$ cat config.mk
export PLATFORM = sky130hd
export DESIGN_NAME = dmc_queue
export DESIGN_NICKNAME = d
export VERILOG_FILES = /design/src/design/dmc_pkg.sv /design/src/design/dmc_queue.sv
export SDC_FILE = /design/constraint.sdc
export NUM_CORES = 1
export LEC_CHECK = 0
export CAP_MARGIN = 20
export CORE_MARGIN = 2
export CORE_UTILIZATION = 50
export DETAILED_ROUTE_END_ITERATION = 10
export DONT_BUFFER_PORTS = 1
export PLACE_DENSITY = 0.62
export SLEW_MARGIN = 20
export SYNTH_ARGS = -nofsm -noshare
export SYNTH_HDL_FRONTEND = slang
export SYNTH_SLANG_ARGS = --single-unit
export TNS_END_PERCENT = 10
$ cat constraint.sdc
create_clock -name clk -period 1.4 [get_ports clk]
set_input_delay 0.14 -clock clk [delete_from_list [all_inputs] [get_ports clk]]
set_output_delay 0.14 -clock clk [all_outputs]
set_load 0.02 [all_outputs]
$ cat src/design/dmc_pkg.sv
// Shared types and constants of the direct-mapped cache tag lookup.
`default_nettype none
package dmc_pkg;

	// Fixed field widths.
	localparam int ADDR_W     = 32;
	localparam int TAG_W      = 32;
	localparam int CFG_W      = 4;
	localparam int CNT_W      = 32;
	localparam int LINE_IDX_W = 14;
	localparam int CFG_IDX_W  = 1;

	// Defaults of the top-level parameters.
	localparam int LINES_LOG2_DEF = 14;
	localparam int ADDR_WIDTH_DEF = 32;

	// Configuration register indexes.
	localparam logic [CFG_IDX_W-1:0] REG_OFFSET_BITS = 1'b0;
	localparam logic [CFG_IDX_W-1:0] REG_INDEX_BITS  = 1'b1;

	// Reset values and limits of the configuration registers.
	localparam logic [CFG_W-1:0] OFFSET_RST = 4'd4;
	localparam logic [CFG_W-1:0] INDEX_RST  = 4'd10;
	localparam logic [CFG_W-1:0] OFFSET_MAX = 4'd12;

	// Depth of the queue between front and back end.
	localparam int Q_DEPTH = 2;

	// Queue status seen by both ends.
	typedef struct packed {
		logic empty;
		logic full;
	} q_stat_t;

	// Back-end sequencer states.
	typedef enum logic [1:0] {
		BK_CLEAR,
		BK_IDLE,
		BK_LOOKUP
	} back_state_t;

endpackage
`default_nettype wire

$ cat src/design/dmc_queue.sv
// Short word queue between the front end and the back end.
`default_nettype none
module dmc_queue #(
	parameter int DATA_W = 8
) (
	input  logic               clk,
	input  logic               arst_n,
	input  logic               push,
	input  logic [DATA_W-1:0]  wdata,
	input  logic               pop,
	output logic [DATA_W-1:0]  rdata,
	output dmc_pkg::q_stat_t   stat
);

	localparam int DEPTH = dmc_pkg::Q_DEPTH;
	localparam int PTR_W = (DEPTH > 1) ? $clog2(DEPTH) : 1;
	localparam int CNT_W = $clog2(DEPTH + 1);
	localparam logic [PTR_W-1:0] PTR_LAST = PTR_W'(DEPTH - 1);

	logic [DATA_W-1:0] entry_q [DEPTH];
	logic [PTR_W-1:0]  wr_ptr_q;
	logic [PTR_W-1:0]  rd_ptr_q;
	logic [CNT_W-1:0]  count_q;

	// Entry storage.
	always_ff @(posedge clk) begin
		if (push) begin
			entry_q[wr_ptr_q] <= wdata;
		end
	end

	// Pointers and fill level.
	always_ff @(posedge clk or negedge arst_n) begin
		if (!arst_n) begin
			wr_ptr_q <= '0;
			rd_ptr_q <= '0;
			count_q  <= '0;
		end else begin
			if (push) begin
				wr_ptr_q <= (wr_ptr_q == PTR_LAST) ? '0 : wr_ptr_q + 1'b1;
			end
			if (pop) begin
				rd_ptr_q <= (rd_ptr_q == PTR_LAST) ? '0 : rd_ptr_q + 1'b1;
			end
			if (push && !pop) begin
				count_q <= count_q + 1'b1;
			end else if (pop && !push) begin
				count_q <= count_q - 1'b1;
			end
		end
	end

	assign rdata      = entry_q[rd_ptr_q];
	assign stat.empty = (count_q == '0);
	assign stat.full  = (count_q == CNT_W'(DEPTH));

endmodule
`default_nettype wire

; ---- Yosys cells after proc, flatten, opt, wreduce, memory -nomap -nowiden
; Memories as Yosys holds them, arrays and structs flattened.
; Cells that the tools add are included.
[classes]
add_sub_neg = 4
muxes = 6
n_eq_ne = 1
reduce_logical = 6
[ops]
columns = cell, n
row1 = $mux 1, 4
row2 = $mux 2, 2
row3 = $add 1x1->1 const B, 2
row4 = $add 2x1->2 const B, 1
row5 = $eq 2x2->1 const B, 1
row6 = $logic_and 1x1->1, 2
row7 = $logic_not 1->1, 2
row8 = $logic_not 2->1, 1
row9 = $reduce_bool 2->1, 1
row10 = $sub 2x1->2 const B, 1
[word_totals]
wordCells = 21
input_bits = 12
out_inout_bits = 10
mem_bits_rw = 16
reg_bits = 4
n_memories = 1
[mem_list]
columns = memory, words, width, read_ports, rd_ports_with_merged_regs, write_ports, line_no
row1 = entry_q, 2, 8, 1, 0, 1, dmc_queue.sv:20  ; logic [DATA_W-1:0] entry_q [DEPTH];

; ---- Longest topological paths before layout
[depth]
depth_word = 4
ltp_mapped = 5
ltp_nobuf = 5

; ---- Worst setup path before layout
; OpenSTA, ideal clock, no wires.
[synth_path]
path_type = reg-to-reg
startpoint = register wr_ptr_q
endpoint = memory entry_q[0][0] (enable)
period_less_slack_ps = 1162
arrival_time_ps = 789
path_slack_ps = 238
stages_incl_launch_ff = 2
t_required_ps = 1027
n_path_buf = 0
setup_ps = 373
cell_sequence = dfrtp_1 > nor2b_1
[synth_lines]
columns = element, line_no
row1 = "start, declared", dmc_queue.sv:21  ; logic [PTR_W-1:0] wr_ptr_q;
row2 = "start signal, assigned", dmc_queue.sv:40  ; wr_ptr_q <= (wr_ptr_q == PTR_LAST) ? '0 : wr_ptr_q + 1'b1;
row3 = "end, declared", dmc_queue.sv:20
; Straight into the memory's write port.

; ---- Final worst setup path
[layout_path]
startpoint = register rd_ptr_q
endpoint = output port rdata[3]
[layout_via]
elab_chain_cells = 1
[layout_lines]
columns = element, line_no
row1 = "start, declared", dmc_queue.sv:22  ; logic [PTR_W-1:0] rd_ptr_q;
row2 = "start signal, assigned", dmc_queue.sv:43  ; rd_ptr_q <= (rd_ptr_q == PTR_LAST) ? '0 : rd_ptr_q + 1'b1;
row3 = $mem_v2 2x8, --
row4 = "end, declared", dmc_queue.sv:11  ; output logic [DATA_W-1:0] rdata,
; Every way passes these cells.

==> results.tsv <==
stage	metric	value	unit
clocking	clock sink count	20	
synthesis	Avg Cell Area, Syn	18.8	sq um
synthesis	FF+latch count, synth	20	
power_and_ir_drop	Final Power	1.93	mW
global_route	vias in the first global route	388	
layout	Final Net Count	71	
place	PortBufs	0	
job	max_cap viols	0	
layout	share of cells above drive strength 1	28.1	%
worst_setup_path	Crit Reg-Reg Endpoint	entry_q[1][7]$_DFFE_PP_	
min_path	worst min path class	input pin to async pin	
layout	Area Overhead vs Synth	24.4	%
worst_setup_path	Critical Path Start Type	register	
layout	Filler cells	113	
status	status	finished clean	
drt	1st-iter DRT viols	0	
die	Die H	43.3	um
power_and_ir_drop	Max rail drop VDD	0.00139	V
die	x dimension of the die	43.3	um
sta	post-layout min period	1.36	ns
synthesis	synthesized area	771	sq um
worst_setup_path	CP Cell Sequence	mux2_2	
layout	utilization after layout	65.1	%
layout	Reg area	582	sq um
layout	multi-input logic area	175	sq um
synthesis	Syn. warnings	0	
drt	via count	378	
sta	WHS	0.0943	ns
clocking	Skew-Pair Late Insertion Delay	0.30	ns
die	Core ar.	0.00147	sq mm
sta	unrepaired setup endpoints after global routing	yes	
sta	pin slew with the least headroom to its limit	0.401	ns
worst_setup_path	CP arrival	1.22	ns
global_route	first-pass GRT wire length	1860	um
clocking	Inserted Clock Buffers	3	
drt	Residual DRC	0	
worst_setup_path	Crit-path slowest cell	dfrtp_2	
clocking	CTS tree	done	
worst_setup_path	Setup CP Type	register to output pin	
global_route	initial antenna violation count	0	
drt	First-pass DRT Iterations	1	
place	Post-DP Area	787	sq um
global_route	gr usage total	14.8	%
worst_setup_path	Crit. End Element	output pin	
drt	WL/cell	16.4	um
synthesis	Post-Syn Instances	41	
worst_setup_path	max incr delay on CP	0.49	ns
place	GP Congestion	0.632	
die	io pins	22	
layout	most frequent cells in the layout	edfxtp_1, dlygate4sd3_1, mux2_2	
sta	Final TNS setup	0	ns
sta	relative slew slack	73.2	%
power_and_ir_drop	pwr dens	2010	mW/mm^2
worst_setup_path	Reg2Reg Depth	1	
drt	final WL	1200	um
sta	fmax	0.738	GHz
sta	Final Hold Fails	0	
synthesis	post-synthesis sequential area ratio	75.3	%
worst_setup_path	R2R Setup Slk	0.31	ns
sta	clk_skew	0.00867	ns
clocking	Clk pin slew, worst setup/hold paths	0.11	ns
sta	Final Max Slew Viols	0	
global_route	grt ovf	0	
worst_setup_path	Critical Path Fanout Max	9	
clocking	Root Buffer	clkbuf_4	
sta	final period utilization	96.9	%
worst_setup_path	CP delay by family, top	flip-flops	
layout	most common cell after layout, fill and taps aside	edfxtp_1	
layout	Final Cell Area	958	sq um
power_and_ir_drop	Leakage Power	0.359	nW
worst_setup_path	R2R Path Start	wr_ptr_q$_DFFE_PN0P_	
clocking	clock buffer depth	2	
clocking	CTS H-tree lvls	1	
drt	Vias/cell	5.18	
die	area of the die	0.00187	sq mm
die	Row Count	14	
worst_setup_path	Buffers & Inverters on Critical Path	0	
synthesis	net count after synthesis	54	
die	Initial Util	52.4	%
synthesis	Yosys cell types	12	
layout	diode count	0	
global_route	largest net degree at the start of global routing	13	
drt	Routed Antenna Nets	0	
sta	final setup violation count	0	
worst_setup_path	WP data required	1.26	ns
## layout make-up
class,count,area share (%)
clock inverters,1,3.13
inverters,1,0.392
clock buffers,3,2.35
multi-input cells,19,18.3
flip-flops and latches,20,60.7
well taps,16,2.09
repair buffers,13,13.1
## how the worst max path moves through the flow
stage	cells after the start	slack, ns	from	to
4_1_cts	1	0.02	rd_ptr_q$_DFFE_PN0P_	rdata[3]
6_report	1	0.04	rd_ptr_q$_DFFE_PN0P_	rdata[3]
3_3_place_gp	1	0.26	rd_ptr_q$_DFFE_PN0P_	rdata[3]
3_5_place_dp	1	0.27	rd_ptr_q$_DFFE_PN0P_	rdata[3]
5_1_grt	1	-0.01	rd_ptr_q$_DFFE_PN0P_	rdata[1]
2_1_floorplan	1	0.24	wr_ptr_q$_DFFE_PN0P_	entry_q[0][0]$_DFFE_PP_
## cells by family (layout without fill, tap and decap cells)
logic type	count (synthesis)	count (layout)	share of synthesized area [%]
buffers and inverters	2	18	1.95
DFF	20	20	75.3
adders and majority gates	1	1	1.62
xor gates and xnor gates	5	5	5.68
muxes	8	8	11.7
and+or+nand+nor	5	5	3.74
## state kept, by name, summed over array words and instances, names as in the netlist
name	flops
count_q	2
rd_ptr_q	1
wr_ptr_q	1
entry_q	16
## layer usage
layer | track usage [%] | vias up | wire length (um)
met2 | 25.7 | 11 | 693
met3 | 4.68 | 2 | 80
met5 | 0 | - | 0
met1 | 15.9 | 187 | 418
li1 | - | 178 | -
met4 | 7.27 | 0 | 7
## power breakdown
part	total, mW	leakage (nW)	internal (mW)	switching, mW
combinational	0.542	0.135	0.223	0.319
sequential	0.925	0.196	0.811	0.114
clock	0.461	0.0279	0.289	0.171
total	1.93	0.359	1.32	0.604
## per-stage QoR
| stage | std cells | worst slack (ns) |
|---|---|---|
| finish | 73 | 0.0441 |
| global route | 73 | -0.00961 |
| CTS | 72 | 0.0151 |
| floorplan | 41 | 0.238 |
| detailed placement | 57 | 0.268 |
| global placement | 57 | 0.260 |
## synthesized netlist by cell type, drive strengths merged
| master | number | share of area, % |
|---|---|---|
| xor2 | 4 | 4.5 |
| dfrtp | 4 | 13 |
| xnor2 | 1 | 1.1 |
| nor2b | 1 | 0.81 |
| edfxtp | 16 | 62 |
| and2 | 1 | 0.81 |
| nor2 | 2 | 0.97 |
| and2b | 1 | 1.1 |
| inv | 1 | 0.49 |
| mux2 | 8 | 12 |
| buf | 1 | 1.5 |
| ha | 1 | 1.6 |
## repair_timing
item	in CTS	in global routing
gates resized for setup	1	0
endpoints found under the hold margin	22	0
endpoints found under the setup margin	8	8
cloned	0	0
setup buffers	0	1
hold buffers	11	0
(Power assumes the default switching activity.)
