$ cat config.mk
export PLATFORM = sky130hd
export DESIGN_NAME = dmc_front
export DESIGN_NICKNAME = d
export VERILOG_FILES = /design/src/design/dmc_pkg.sv /design/src/design/dmc_front.sv
export SDC_FILE = /design/constraint.sdc
export NUM_CORES = 1
export LEC_CHECK = 0
export BUFFER_PORTS_ARGS = -buffer_cell sky130_fd_sc_hd__buf_2
export CAP_MARGIN = 30
export CORE_MARGIN = 5
export CORE_UTILIZATION = 45
export DETAILED_ROUTE_END_ITERATION = 10
export PLACE_DENSITY = 0.65
export SLEW_MARGIN = 40
export SYNTH_ARGS = -nofsm -noshare
export SYNTH_HDL_FRONTEND = slang
export SYNTH_SLANG_ARGS = --single-unit
export TNS_END_PERCENT = 30
$ cat constraint.sdc
create_clock -name clk -period 7.3 [get_ports clk]
set_clock_uncertainty 0.1 [all_clocks]
set_input_delay 1.46 -clock clk [delete_from_list [all_inputs] [get_ports clk]]
set_output_delay 1.46 -clock clk [all_outputs]
set_load 0.03 [all_outputs]
$ cat src/design/dmc_pkg.sv
// Shared types and constants of the direct-mapped cache tag lookup.
`default_nettype none
package dmc_pkg;

	// Fixed field widths.
	localparam int ADDR_W     = 32;
	localparam int TAG_W      = 32;
	localparam int CFG_W      = 4;
	localparam int CNT_W      = 32;
	localparam int LINE_IDX_W = 14;
	localparam int CFG_IDX_W  = 1;

	// Defaults of the top-level parameters.
	localparam int LINES_LOG2_DEF = 14;
	localparam int ADDR_WIDTH_DEF = 32;

	// Configuration register indexes.
	localparam logic [CFG_IDX_W-1:0] REG_OFFSET_BITS = 1'b0;
	localparam logic [CFG_IDX_W-1:0] REG_INDEX_BITS  = 1'b1;

	// Reset values and limits of the configuration registers.
	localparam logic [CFG_W-1:0] OFFSET_RST = 4'd4;
	localparam logic [CFG_W-1:0] INDEX_RST  = 4'd10;
	localparam logic [CFG_W-1:0] OFFSET_MAX = 4'd12;

	// Depth of the queue between front and back end.
	localparam int Q_DEPTH = 2;

	// Queue status seen by both ends.
	typedef struct packed {
		logic empty;
		logic full;
	} q_stat_t;

	// Back-end sequencer states.
	typedef enum logic [1:0] {
		BK_CLEAR,
		BK_IDLE,
		BK_LOOKUP
	} back_state_t;

endpackage
`default_nettype wire

$ cat src/design/dmc_front.sv
// Front end: configuration registers, accept logic and address split.
`default_nettype none
module dmc_front #(
	parameter int LINES_LOG2 = dmc_pkg::LINES_LOG2_DEF,
	parameter int ADDR_WIDTH = dmc_pkg::ADDR_WIDTH_DEF
) (
	input  logic                             clk,
	input  logic                             arst_n,
	input  logic                             cfg_we,
	input  logic [dmc_pkg::CFG_IDX_W-1:0]    cfg_index,
	input  logic [dmc_pkg::CFG_W-1:0]        cfg_wdata,
	input  logic                             start,
	input  logic [dmc_pkg::ADDR_W-1:0]       addr,
	input  logic                             q_full,
	input  logic                             clearing,
	output logic                             busy,
	output logic                             push,
	output logic [LINES_LOG2-1:0]            line,
	output logic [dmc_pkg::TAG_W-1:0]        tag
);

	localparam int AW     = dmc_pkg::ADDR_W;
	localparam int AW_EFF = (ADDR_WIDTH >= AW) ? AW : ADDR_WIDTH;
	localparam logic [AW-1:0] AMASK = {AW{1'b1}} >> (AW - AW_EFF);
	localparam logic [4:0] IDX_CAP = (LINES_LOG2 > 15) ? 5'd15 : 5'(LINES_LOG2);

	logic [dmc_pkg::CFG_W-1:0] offset_bits_q;
	logic [dmc_pkg::CFG_W-1:0] index_bits_q;
	logic [dmc_pkg::CFG_W-1:0] off;
	logic [dmc_pkg::CFG_W-1:0] idx;
	logic [AW-1:0]             a_masked;
	logic [AW-1:0]             shifted;
	logic [LINES_LOG2-1:0]     line_mask;

	// Configuration writes.
	always_ff @(posedge clk or negedge arst_n) begin
		if (!arst_n) begin
			offset_bits_q <= dmc_pkg::OFFSET_RST;
			index_bits_q  <= dmc_pkg::INDEX_RST;
		end else if (cfg_we) begin
			case (cfg_index)
				dmc_pkg::REG_OFFSET_BITS: offset_bits_q <= cfg_wdata;
				dmc_pkg::REG_INDEX_BITS:  index_bits_q  <= cfg_wdata;
				default: ;
			endcase
		end
	end

	// A word is taken when the queue has room and the clearing pass is over.
	assign busy = q_full | clearing;
	assign push = start & ~busy;

	// Saturate the split and cut the address into line and tag.
	always_comb begin
		off       = (offset_bits_q > dmc_pkg::OFFSET_MAX) ? dmc_pkg::OFFSET_MAX : offset_bits_q;
		idx       = ({1'b0, index_bits_q} > IDX_CAP) ? IDX_CAP[3:0] : index_bits_q;
		a_masked  = addr & AMASK;
		shifted   = a_masked >> off;
		line_mask = ~({LINES_LOG2{1'b1}} << idx);
		line      = shifted[LINES_LOG2-1:0] & line_mask;
		tag       = shifted >> idx;
	end

endmodule
`default_nettype wire

==> After elaboration in Yosys (flattened, before gate mapping) <==
Index checks and enable logic that the tools add are counted.
{ "totals": {"input_bits": 43, "wordCells": 17, "regBits": 8, "out_inout_bits": 48} }
{ "classes": {"mux": 2, "n_bitwise": 6, "shifts": 3, "magnitude_cmp": 2, "reduce_logical": 2} }
{ "op_table": {"columns": ["operator", "count"], "rows": [
  ["32-bit by 4-bit >> shifter with 32-bit output", 2],
  ["14-bit AND", 1],
  ["14-bit inverter", 1],
  ["14-bit by 4-bit << shifter with 14-bit output, first input constant", 1],
  ["4-bit > comparator, second input constant", 2],
  ["4-bit two-way mux", 2],
  ["2-bit AND reduction", 2],
  ["1-bit inverter", 2],
  ["1-bit AND", 1],
  ["1-bit bitwise OR", 1]
]} }

==> Logic depth before layout (Yosys ltp) <==
Gate-level depths: netlist of run 1.
{ "logic_depth": {"depth_word": 5, "mapped_depth": 12, "depth_no_buf": 8} }

==> Least setup slack after synthesis of run 1 <==
No wires, ideal clock.
{ "synth_path": {"kind": "input port to output port", "from": "in addr[26] (netlist name)", "to": "out tag[14] (netlist name)", "path_stages": 7, "slack_ns": 2.065, "arrival_ns": 3.675, "required_time_ns": 5.740, "path_buffers": 0, "cell_sequence": "inv_1 > a222oi_1 > inv_2 > mux4_2 > o221ai_1 > o21ai_0 > o21ai_0"} }
{ "synth_via": {"elab_chain_len": 2} }
{ "synth_lines": {"columns": ["item", "line", "source"], "rows": [
  ["start: declaration", "dmc_front.sv:13", "input logic [dmc_pkg::ADDR_W-1:0] addr,"],
  ["32-bit by 4-bit >> shifter with 32-bit output", "dmc_front.sv:58", "shifted = a_masked >> off;"],
  ["32-bit by 4-bit >> shifter with 32-bit output", "dmc_front.sv:61", "tag = shifted >> idx;"],
  ["end: declaration", "dmc_front.sv:19", "output logic [dmc_pkg::TAG_W-1:0] tag"]
]} }
No other way between the ends.

==> Worst setup path in the final report of run 1 <==
{ "layout_path": {"from": "reg offset_bits_q[2] (netlist name)", "to": "out tag[4] (netlist name)"} }
{ "layout_via": {"elab_chain_len": 4} }
{ "layout_lines": {"columns": ["item", "line", "source"], "rows": [
  ["start: declaration", "dmc_front.sv:27", "logic [dmc_pkg::CFG_W-1:0] offset_bits_q;"],
  ["start signal: assignment", "dmc_front.sv:38", "offset_bits_q <= dmc_pkg::OFFSET_RST;"],
  ["start signal: assignment", "dmc_front.sv:42", "dmc_pkg::REG_OFFSET_BITS: offset_bits_q <= cfg_wdata;"],
  ["4-bit > comparator", "dmc_front.sv:55", "off = (offset_bits_q > dmc_pkg::OFFSET_MAX) ? dmc_pkg::OFFSET_MAX : offset_bits_q;"],
  ["4-bit two-way mux *", "dmc_front.sv:55", null],
  ["32-bit by 4-bit >> shifter with 32-bit output *", "dmc_front.sv:58", null],
  ["32-bit by 4-bit >> shifter with 32-bit output *", "dmc_front.sv:61", null]
]} }
Mark *: on every way between the ends. The rest lies on a longest branch, timed or not.

==> flow_summary_export.csv, run 1 <==
group,metric,value,unit
status,outcome,"finished, final reports clean",
timing,max_freq,170,MHz
synthesis,yosysWarningCount,0,
worst_hold_path,hp-start,"index_bits_q[0]$_DFFE_PN0P_",
final_layout,layout.cells.most_common_list,"buf_2 (92), nor2_1 (72), nand2_1 (62)",
synthesis,synth_top_area_frac,0.106,
flow_run,cap_violations,0,
cts,cts.sinks,8,
timing,slew_violations,0,
timing,fin_setup_tns,0,ns
drt,drtPass1Iterations,7,
power_and_ir_drop,power,1.23,mW
worst_hold_path,min_to,"index_bits_q[0]$_DFFE_PN0P_",
final_layout,layout_commonest_cell,"buf_2",
worst_setup_path,path_max_fanout,57,
synthesis,synth_cell_type_count,70,
final_layout,drive_gt1_frac,0.228,
worst_setup_path,start_kind,"flip-flop",
worst_setup_path,crit_required,5.74,ns
power_and_ir_drop,ir_drop,0.153,mV
timing,whs,0.808,ns
final_layout,stdcell_area,4840,µm²
placement,hpwlAfterDp,13900,µm
global_routing,track_usage,0.299,
synthesis,yosysSeqAreaShare,0.0467,
global_routing,grt_pass1_vias,5376,
worst_setup_path,end_kind,"output pin",
placement,dp_slack,1.58,ns
drt,drc,0,
floorplanning,die_height,108,µm
drt,vias,5668,
worst_setup_path,reg2reg_depth,3,
global_routing,grt_first_pass_wirelength,28200,µm
worst_setup_path,reg2reg_from,"offset_bits_q[3]$_DFFE_PN0P_",
power_and_ir_drop,power_density,255,nW/µm²
floorplanning,rows,36,
floorplanning,dieArea,11800,µm²
power_and_ir_drop,p_leak,1.99,nW
worst_setup_path,crit_type,"reg2out",
cts,clockBufferDepth,2,
floorplanning,initial_core_util,0.455,
final_layout,instances_no_fill,836,
drt,totalWireLength,18300,µm
cts,post_cts_resized,0,
worst_setup_path,arrival,4.31,ns
synthesis,syn_inst,651,
drt,viasPerCell,6.78,
cts,htreeDepth,1,
worst_hold_path,hp-class,"reg2reg",
timing,period_share,0.805,
placement,place.gp.congestion,0.965,
final_layout,antenna_cells,0,
synthesis,synth_area,4360,µm²
synthesis,synth_area_leaders,"mux2i_1 (11%), a21oi_1 (6.5%), nor2_1 (6.3%)",
final_layout,final_nets,747,
timing,finalCriticalPeriod,5.87,ns
timing,finalSetupViolations,0,
cts,cts_tree,"done",
global_routing,overflow,0,
synthesis,syn_avg_cell_area,6.70,µm²
synthesis,syn-num-nets,694,
final_layout,utilization,0.504,
worst_setup_path,r2r_slack,5.33,ns
cts,clk_pin_slew_worst_paths,0.04,ns
placement,port_buffers,90,
drt,ant_nets,0,
drt,drt_iter0_drc,675,
synthesis,ys.flop_type,"dfrtp_1",
timing,rsz0062_at_grt,"false",
cts,ctsHoldBuffers,0,
global_routing,grt_max_degree,58,
drt,wl_per_cell,21.9,µm
timing,hold_violations,0,
synthesis,async_flop_share,1.00,
placement,placed_cell_area,4780,µm²
worst_hold_path,whs_path_depth,2,
cts,cts_setup_buffers,0,
cts,insertion_delay,0.22,ns
worst_setup_path,rr_endpoint,"offset_bits_q[3]$_DFFE_PN0P_",
floorplanning,ios,91,
synthesis,synth_edf_count,0,
timing,max-slew-margin-rel,0.443,
floorplanning,fp.coreArea,9590,µm²
final_layout,area_delta_synth_final,10.8,%
timing,fin_ws,1.43,ns
synthesis,ys_ff_latch,8,
placement,placed_cells,831,
floorplanning,fp.dieW,108,µm
global_routing,antenna_found_initial,0,
cts,numCtsBuffers,3,
synthesis,yosysTopAreaCell,"mux2i_1",
cts,cts-root-buf,"clkbuf_8",
timing,tightest_slew,0.835,ns
-- how the worst max path moves through the flow --
stage / from / endpoint / depth (start not counted)
floorplan: addr[26] / tag[14] / 7
global placement: addr[27] / tag[18] / 10
detailed placement: addr[29] / tag[4] / 10
CTS: offset_bits_q[2]$_DFFE_PN1P_ / tag[4] / 10
global route: offset_bits_q[0]$_DFFE_PN0P_ / tag[4] / 10
finish: offset_bits_q[2]$_DFFE_PN1P_ / tag[4] / 10
-- Yosys cell counts (6+ instances only) --
master,count
buf_2,17
a211oi_1,8
o21a_1,6
mux2_2,14
and2_1,6
a22o_1,6
o22ai_1,19
o21ai_1,9
buf_6,9
mux4_2,10
a221oi_1,6
nand2_1,62
nor4_1,6
mux2i_1,46
nand3_1,20
clkbuf_1,21
o211ai_1,31
nor2_1,73
o221ai_1,10
a31oi_1,8
nand2b_1,14
buf_1,10
nor2b_1,10
a22oi_1,9
a21oi_1,57
o21ai_0,41
nor3_1,19
a32oi_1,6
inv_1,13
-- registers in the layout (all words and copies together), names as in the netlist --
| signal | flops |
|---|---|
| offset_bits_q | 4 |
| index_bits_q | 4 |
-- worst max-delay path: stages (launching register included) --
cell and delay [ns]:
dfstp_2 0.73, buf_4 0.56, and2_1 0.35, a2bb2oi_1 0.25, o21a_1 0.33, o22ai_1 0.16
a311oi_1 0.62, o32ai_1 0.27, a222oi_1 0.41, o221ai_1 0.19, buf_2 0.21
-- power by group --
part / internal, mW / switching, mW / total, mW
registers: 0.0527 / 0.0265 / 0.0792
logic: 0.363 / 0.735 / 1.10
clock network: 0.0378 / 0.0166 / 0.0544
-- cell type report --
| class | instances | area (µm²) |
|---|---|---|
| Tap cell | 133 | 166 |
| Timing Repair Buffer | 108 | 581 |
| Sequential cell | 8 | 208 |
| Inverter | 18 | 67.6 |
| Clock buffer | 4 | 45.0 |
| Multi-Input combinational cell | 565 | 3770 |
| Fill cell | 1069 | 4760 |
-- metal layers --
metal,vias up,wire [µm],part of all wire,global-route usage
li1,2631,-,-,-
met4,0,792,0.043,0.125
met5,-,0,0,0
met2,321,8620,0.47,0.508
met3,66,1480,0.081,0.0233
met1,2650,7410,0.40,0.390
-- logic make-up after synthesis --
| kind of cell | count (synthesis) | synth area share |
|---|---|---|
| DFF | 8 | 0.0467 |
| and+or+nand+nor | 225 | 0.236 |
| AOI/OAI and AO/OA | 270 | 0.434 |
| muxes | 70 | 0.193 |
| buffers and inverters | 78 | 0.0901 |
(Power assumes the default switching activity.)
==> run 2: changes to the inputs <==
ABC_AREA = 1   (was not set)
PLACE_DENSITY = 0.66   (was 0.65)
clock period = 5.8 ns   (was 7.3 ns; I/O delays follow)
==> flow_summary_export.csv, run 2 <==
group,metric,value,unit
status,outcome,"finished, final reports clean",
timing,rsz0062_at_grt,"false",
floorplanning,die_height,99.6,µm
final_layout,fillCellCount,920,
drt,vias,5405,
cts,clk_pin_slew_worst_paths,0.04,ns
synthesis,synth_cell_type_count,28,
timing,slew_violations,0,
timing,tightest_slew,0.771,ns
final_layout,multi_input_area,2960,µm²
power_and_ir_drop,power,1.21,mW
timing,finalSetupViolations,0,
global_routing,track_usage,0.263,
final_layout,utilization,0.519,
worst_setup_path,max_stage_delay,0.51,ns
final_layout,layout.cells.most_common_list,"nand3_1 (358), nand2_1 (223), buf_2 (90)",
worst_setup_path,end_kind,"output pin",
worst_setup_path,path_buf_inv,3,
cts,htreeDepth,1,
flow_run,cap_violations,0,
synthesis,yosysTopAreaCell,"nand3_1",
synthesis,yosysSeqAreaShare,0.0564,
worst_setup_path,crit_path_top_delay_cell,"dfstp_2",
synthesis,yosysMostFrequentCell,"nand3_1",
synthesis,syn-num-nets,797,
power_and_ir_drop,p_leak,2.30,nW
timing,finalCriticalPeriod,4.83,ns
worst_setup_path,path_max_fanout,39,
cts,insertion_delay,0.22,ns
drt,drc,0,
power_and_ir_drop,power_density,301,nW/µm²
cts,cts_tree,"done",
synthesis,yosysWarningCount,0,
placement,placed_cell_area,3980,µm²
drt,wl_per_cell,14.8,µm
drt,drtPass1Iterations,6,
global_routing,overflow,0,
synthesis,ys_top_cells_by_count,"nand3_1 (358), nand2_1 (223), inv_1 (41), nor2_1 (22), clkbuf_1 (20)",
floorplanning,dieArea,9920,µm²
final_layout,area_delta_synth_final,11.5,%
final_layout,final_nets,845,
placement,dp_slack,1.27,ns
worst_setup_path,worstPathCellList,"buf_4, nand2_4, nand2_4, inv_2, nand3_1, nand3_1, nand3_1, nand2_1, nand2_1, nand3_1, nand3_1, nand3_1, nand2_1, buf_2",
worst_setup_path,crit_type,"reg2out",
final_layout,drive_gt1_frac,0.141,
final_layout,antenna_cells,0,
global_routing,grt_max_degree,41,
timing,max-slew-margin-rel,0.483,
global_routing,grt_first_pass_wirelength,22200,µm
synthesis,ys.flop_type,"dfrtp_1",
worst_setup_path,crit_required,4.54,ns
synthesis,syn_inst,754,
synthesis,syn_avg_cell_area,4.79,µm²
final_layout,reg_top3,"index_bits_q: 4 flops, offset_bits_q: 4 flops",
floorplanning,initial_core_util,0.465,
global_routing,grt_pass1_vias,4823,
worst_setup_path,crit_family,"simple AND/OR/NAND/NOR gates",
worst_setup_path,arrival,3.57,ns
drt,totalWireLength,13400,µm
synthesis,synth_area_leaders,"nand3_1 (50%), nand2_1 (23%), inv_1 (4.3%)",
final_layout,stdcell_area,4030,µm²
cts,cts-root-buf,"clkbuf_8",
cts,numCtsBuffers,3,
timing,whs,0.578,ns
global_routing,antenna_found_initial,0,
synthesis,async_flop_share,1.00,
worst_hold_path,hp-class,"reg2reg",
final_layout,regArea,204,µm²
floorplanning,rows,32,
synthesis,ys_ff_latch,8,
floorplanning,ios,91,
timing,fin_ws,0.974,ns
placement,placed_cells,899,
drt,drt_iter0_drc,546,
final_layout,layout_commonest_cell,"nand3_1",
placement,port_buffers,90,
placement,place.gp.congestion,0.930,
timing,max_freq,207,MHz
placement,hpwlAfterDp,10200,µm
drt,viasPerCell,5.99,
synthesis,synth_top_area_frac,0.496,
worst_setup_path,cpMostUsedCell,"nand3_1",
synthesis,synth_edf_count,0,
cts,clockBufferDepth,2,
worst_setup_path,start_kind,"flip-flop",
timing,period_share,0.832,
power_and_ir_drop,ir_drop,0.172,mV
cts,cts.sinks,8,
drt,ant_nets,0,
synthesis,synth_area,3610,µm²
timing,hold_violations,0,
cts,ctsHoldBuffers,0,
cts,cts_setup_buffers,0,
cts,post_cts_resized,0,
timing,fin_setup_tns,0,ns
final_layout,instances_no_fill,903,
floorplanning,fp.dieW,99.6,µm
floorplanning,fp.coreArea,7770,µm²
## run 2: changes by cell type after synthesis, moves of 32 or more
cell     previous run  this run
nor2_1             73        22
o21ai_0            41         9
nand3_1            20       358
nand2_1            62       223
mux2i_1            46         1
a21oi_1            57         4
## run 2: report_power, final
group	switching, mW	internal (mW)
registers	0.00754	0.0649
clock network	0.0216	0.0476
logic	0.766	0.305
total	0.795	0.417
## run 2: logic make-up (layout without fill, tap and decap cells)
family                 count (synthesis)  count (layout)  share of synthesized area
AOI/OAI and AO/OA                     26              26                     0.0402
buffers and inverters                102             149                      0.123
DFF                                    8               8                     0.0564
muxes                                  1               1                    0.00277
and+or+nand+nor                      617             617                      0.777
## run 2: area by class of cell
class | instances | share of cell area
Inverter | 47 | 0.0441
Timing Repair Buffer | 98 | 0.127
Clock buffer | 4 | 0.0112
Tap cell | 102 | 0.0317
Sequential cell | 8 | 0.0506
Multi-Input combinational cell | 644 | 0.736
## run 2: per-layer routing
metal,part of all wire,GRT usage,up-vias
met1,0.41,0.337,2436
met3,0.078,0.0330,40
met4,0.033,0.0956,0
met5,0,0,-
met2,0.48,0.451,265
li1,-,-,2664
## run 2: final timing paths
| kind | startpoint | to | slack (ns) | cells after the start |
|---|---|---|---|---|
| setup / recovery | offset_bits_q[2]$_DFFE_PN1P_ | tag[0] | 0.97 | 14 |
| hold / removal | offset_bits_q[1]$_DFFE_PN0P_ | offset_bits_q[1]$_DFFE_PN0P_ | 0.58 | 2 |
| setup reg to reg | offset_bits_q[2]$_DFFE_PN1P_ | offset_bits_q[2]$_DFFE_PN1P_ | 4.59 | 3 |
| hold reg to reg | offset_bits_q[1]$_DFFE_PN0P_ | offset_bits_q[1]$_DFFE_PN0P_ | 0.58 | 2 |
| max in group asynchronous | arst_n | index_bits_q[3]$_DFFE_PN1P_ | 4.71 | 1 |
| min in group asynchronous | arst_n | offset_bits_q[3]$_DFFE_PN0P_ | 0.66 | 1 |
## run 2: worst register-to-register path: cells and delay by family (launching register included)
family	cells	cell delay, ns
buffers and inverters	1	0.34
AND/OR/NAND/NOR	1	0.09
flip-flops	1	0.51
AO/OA/AOI/OAI	1	0.09
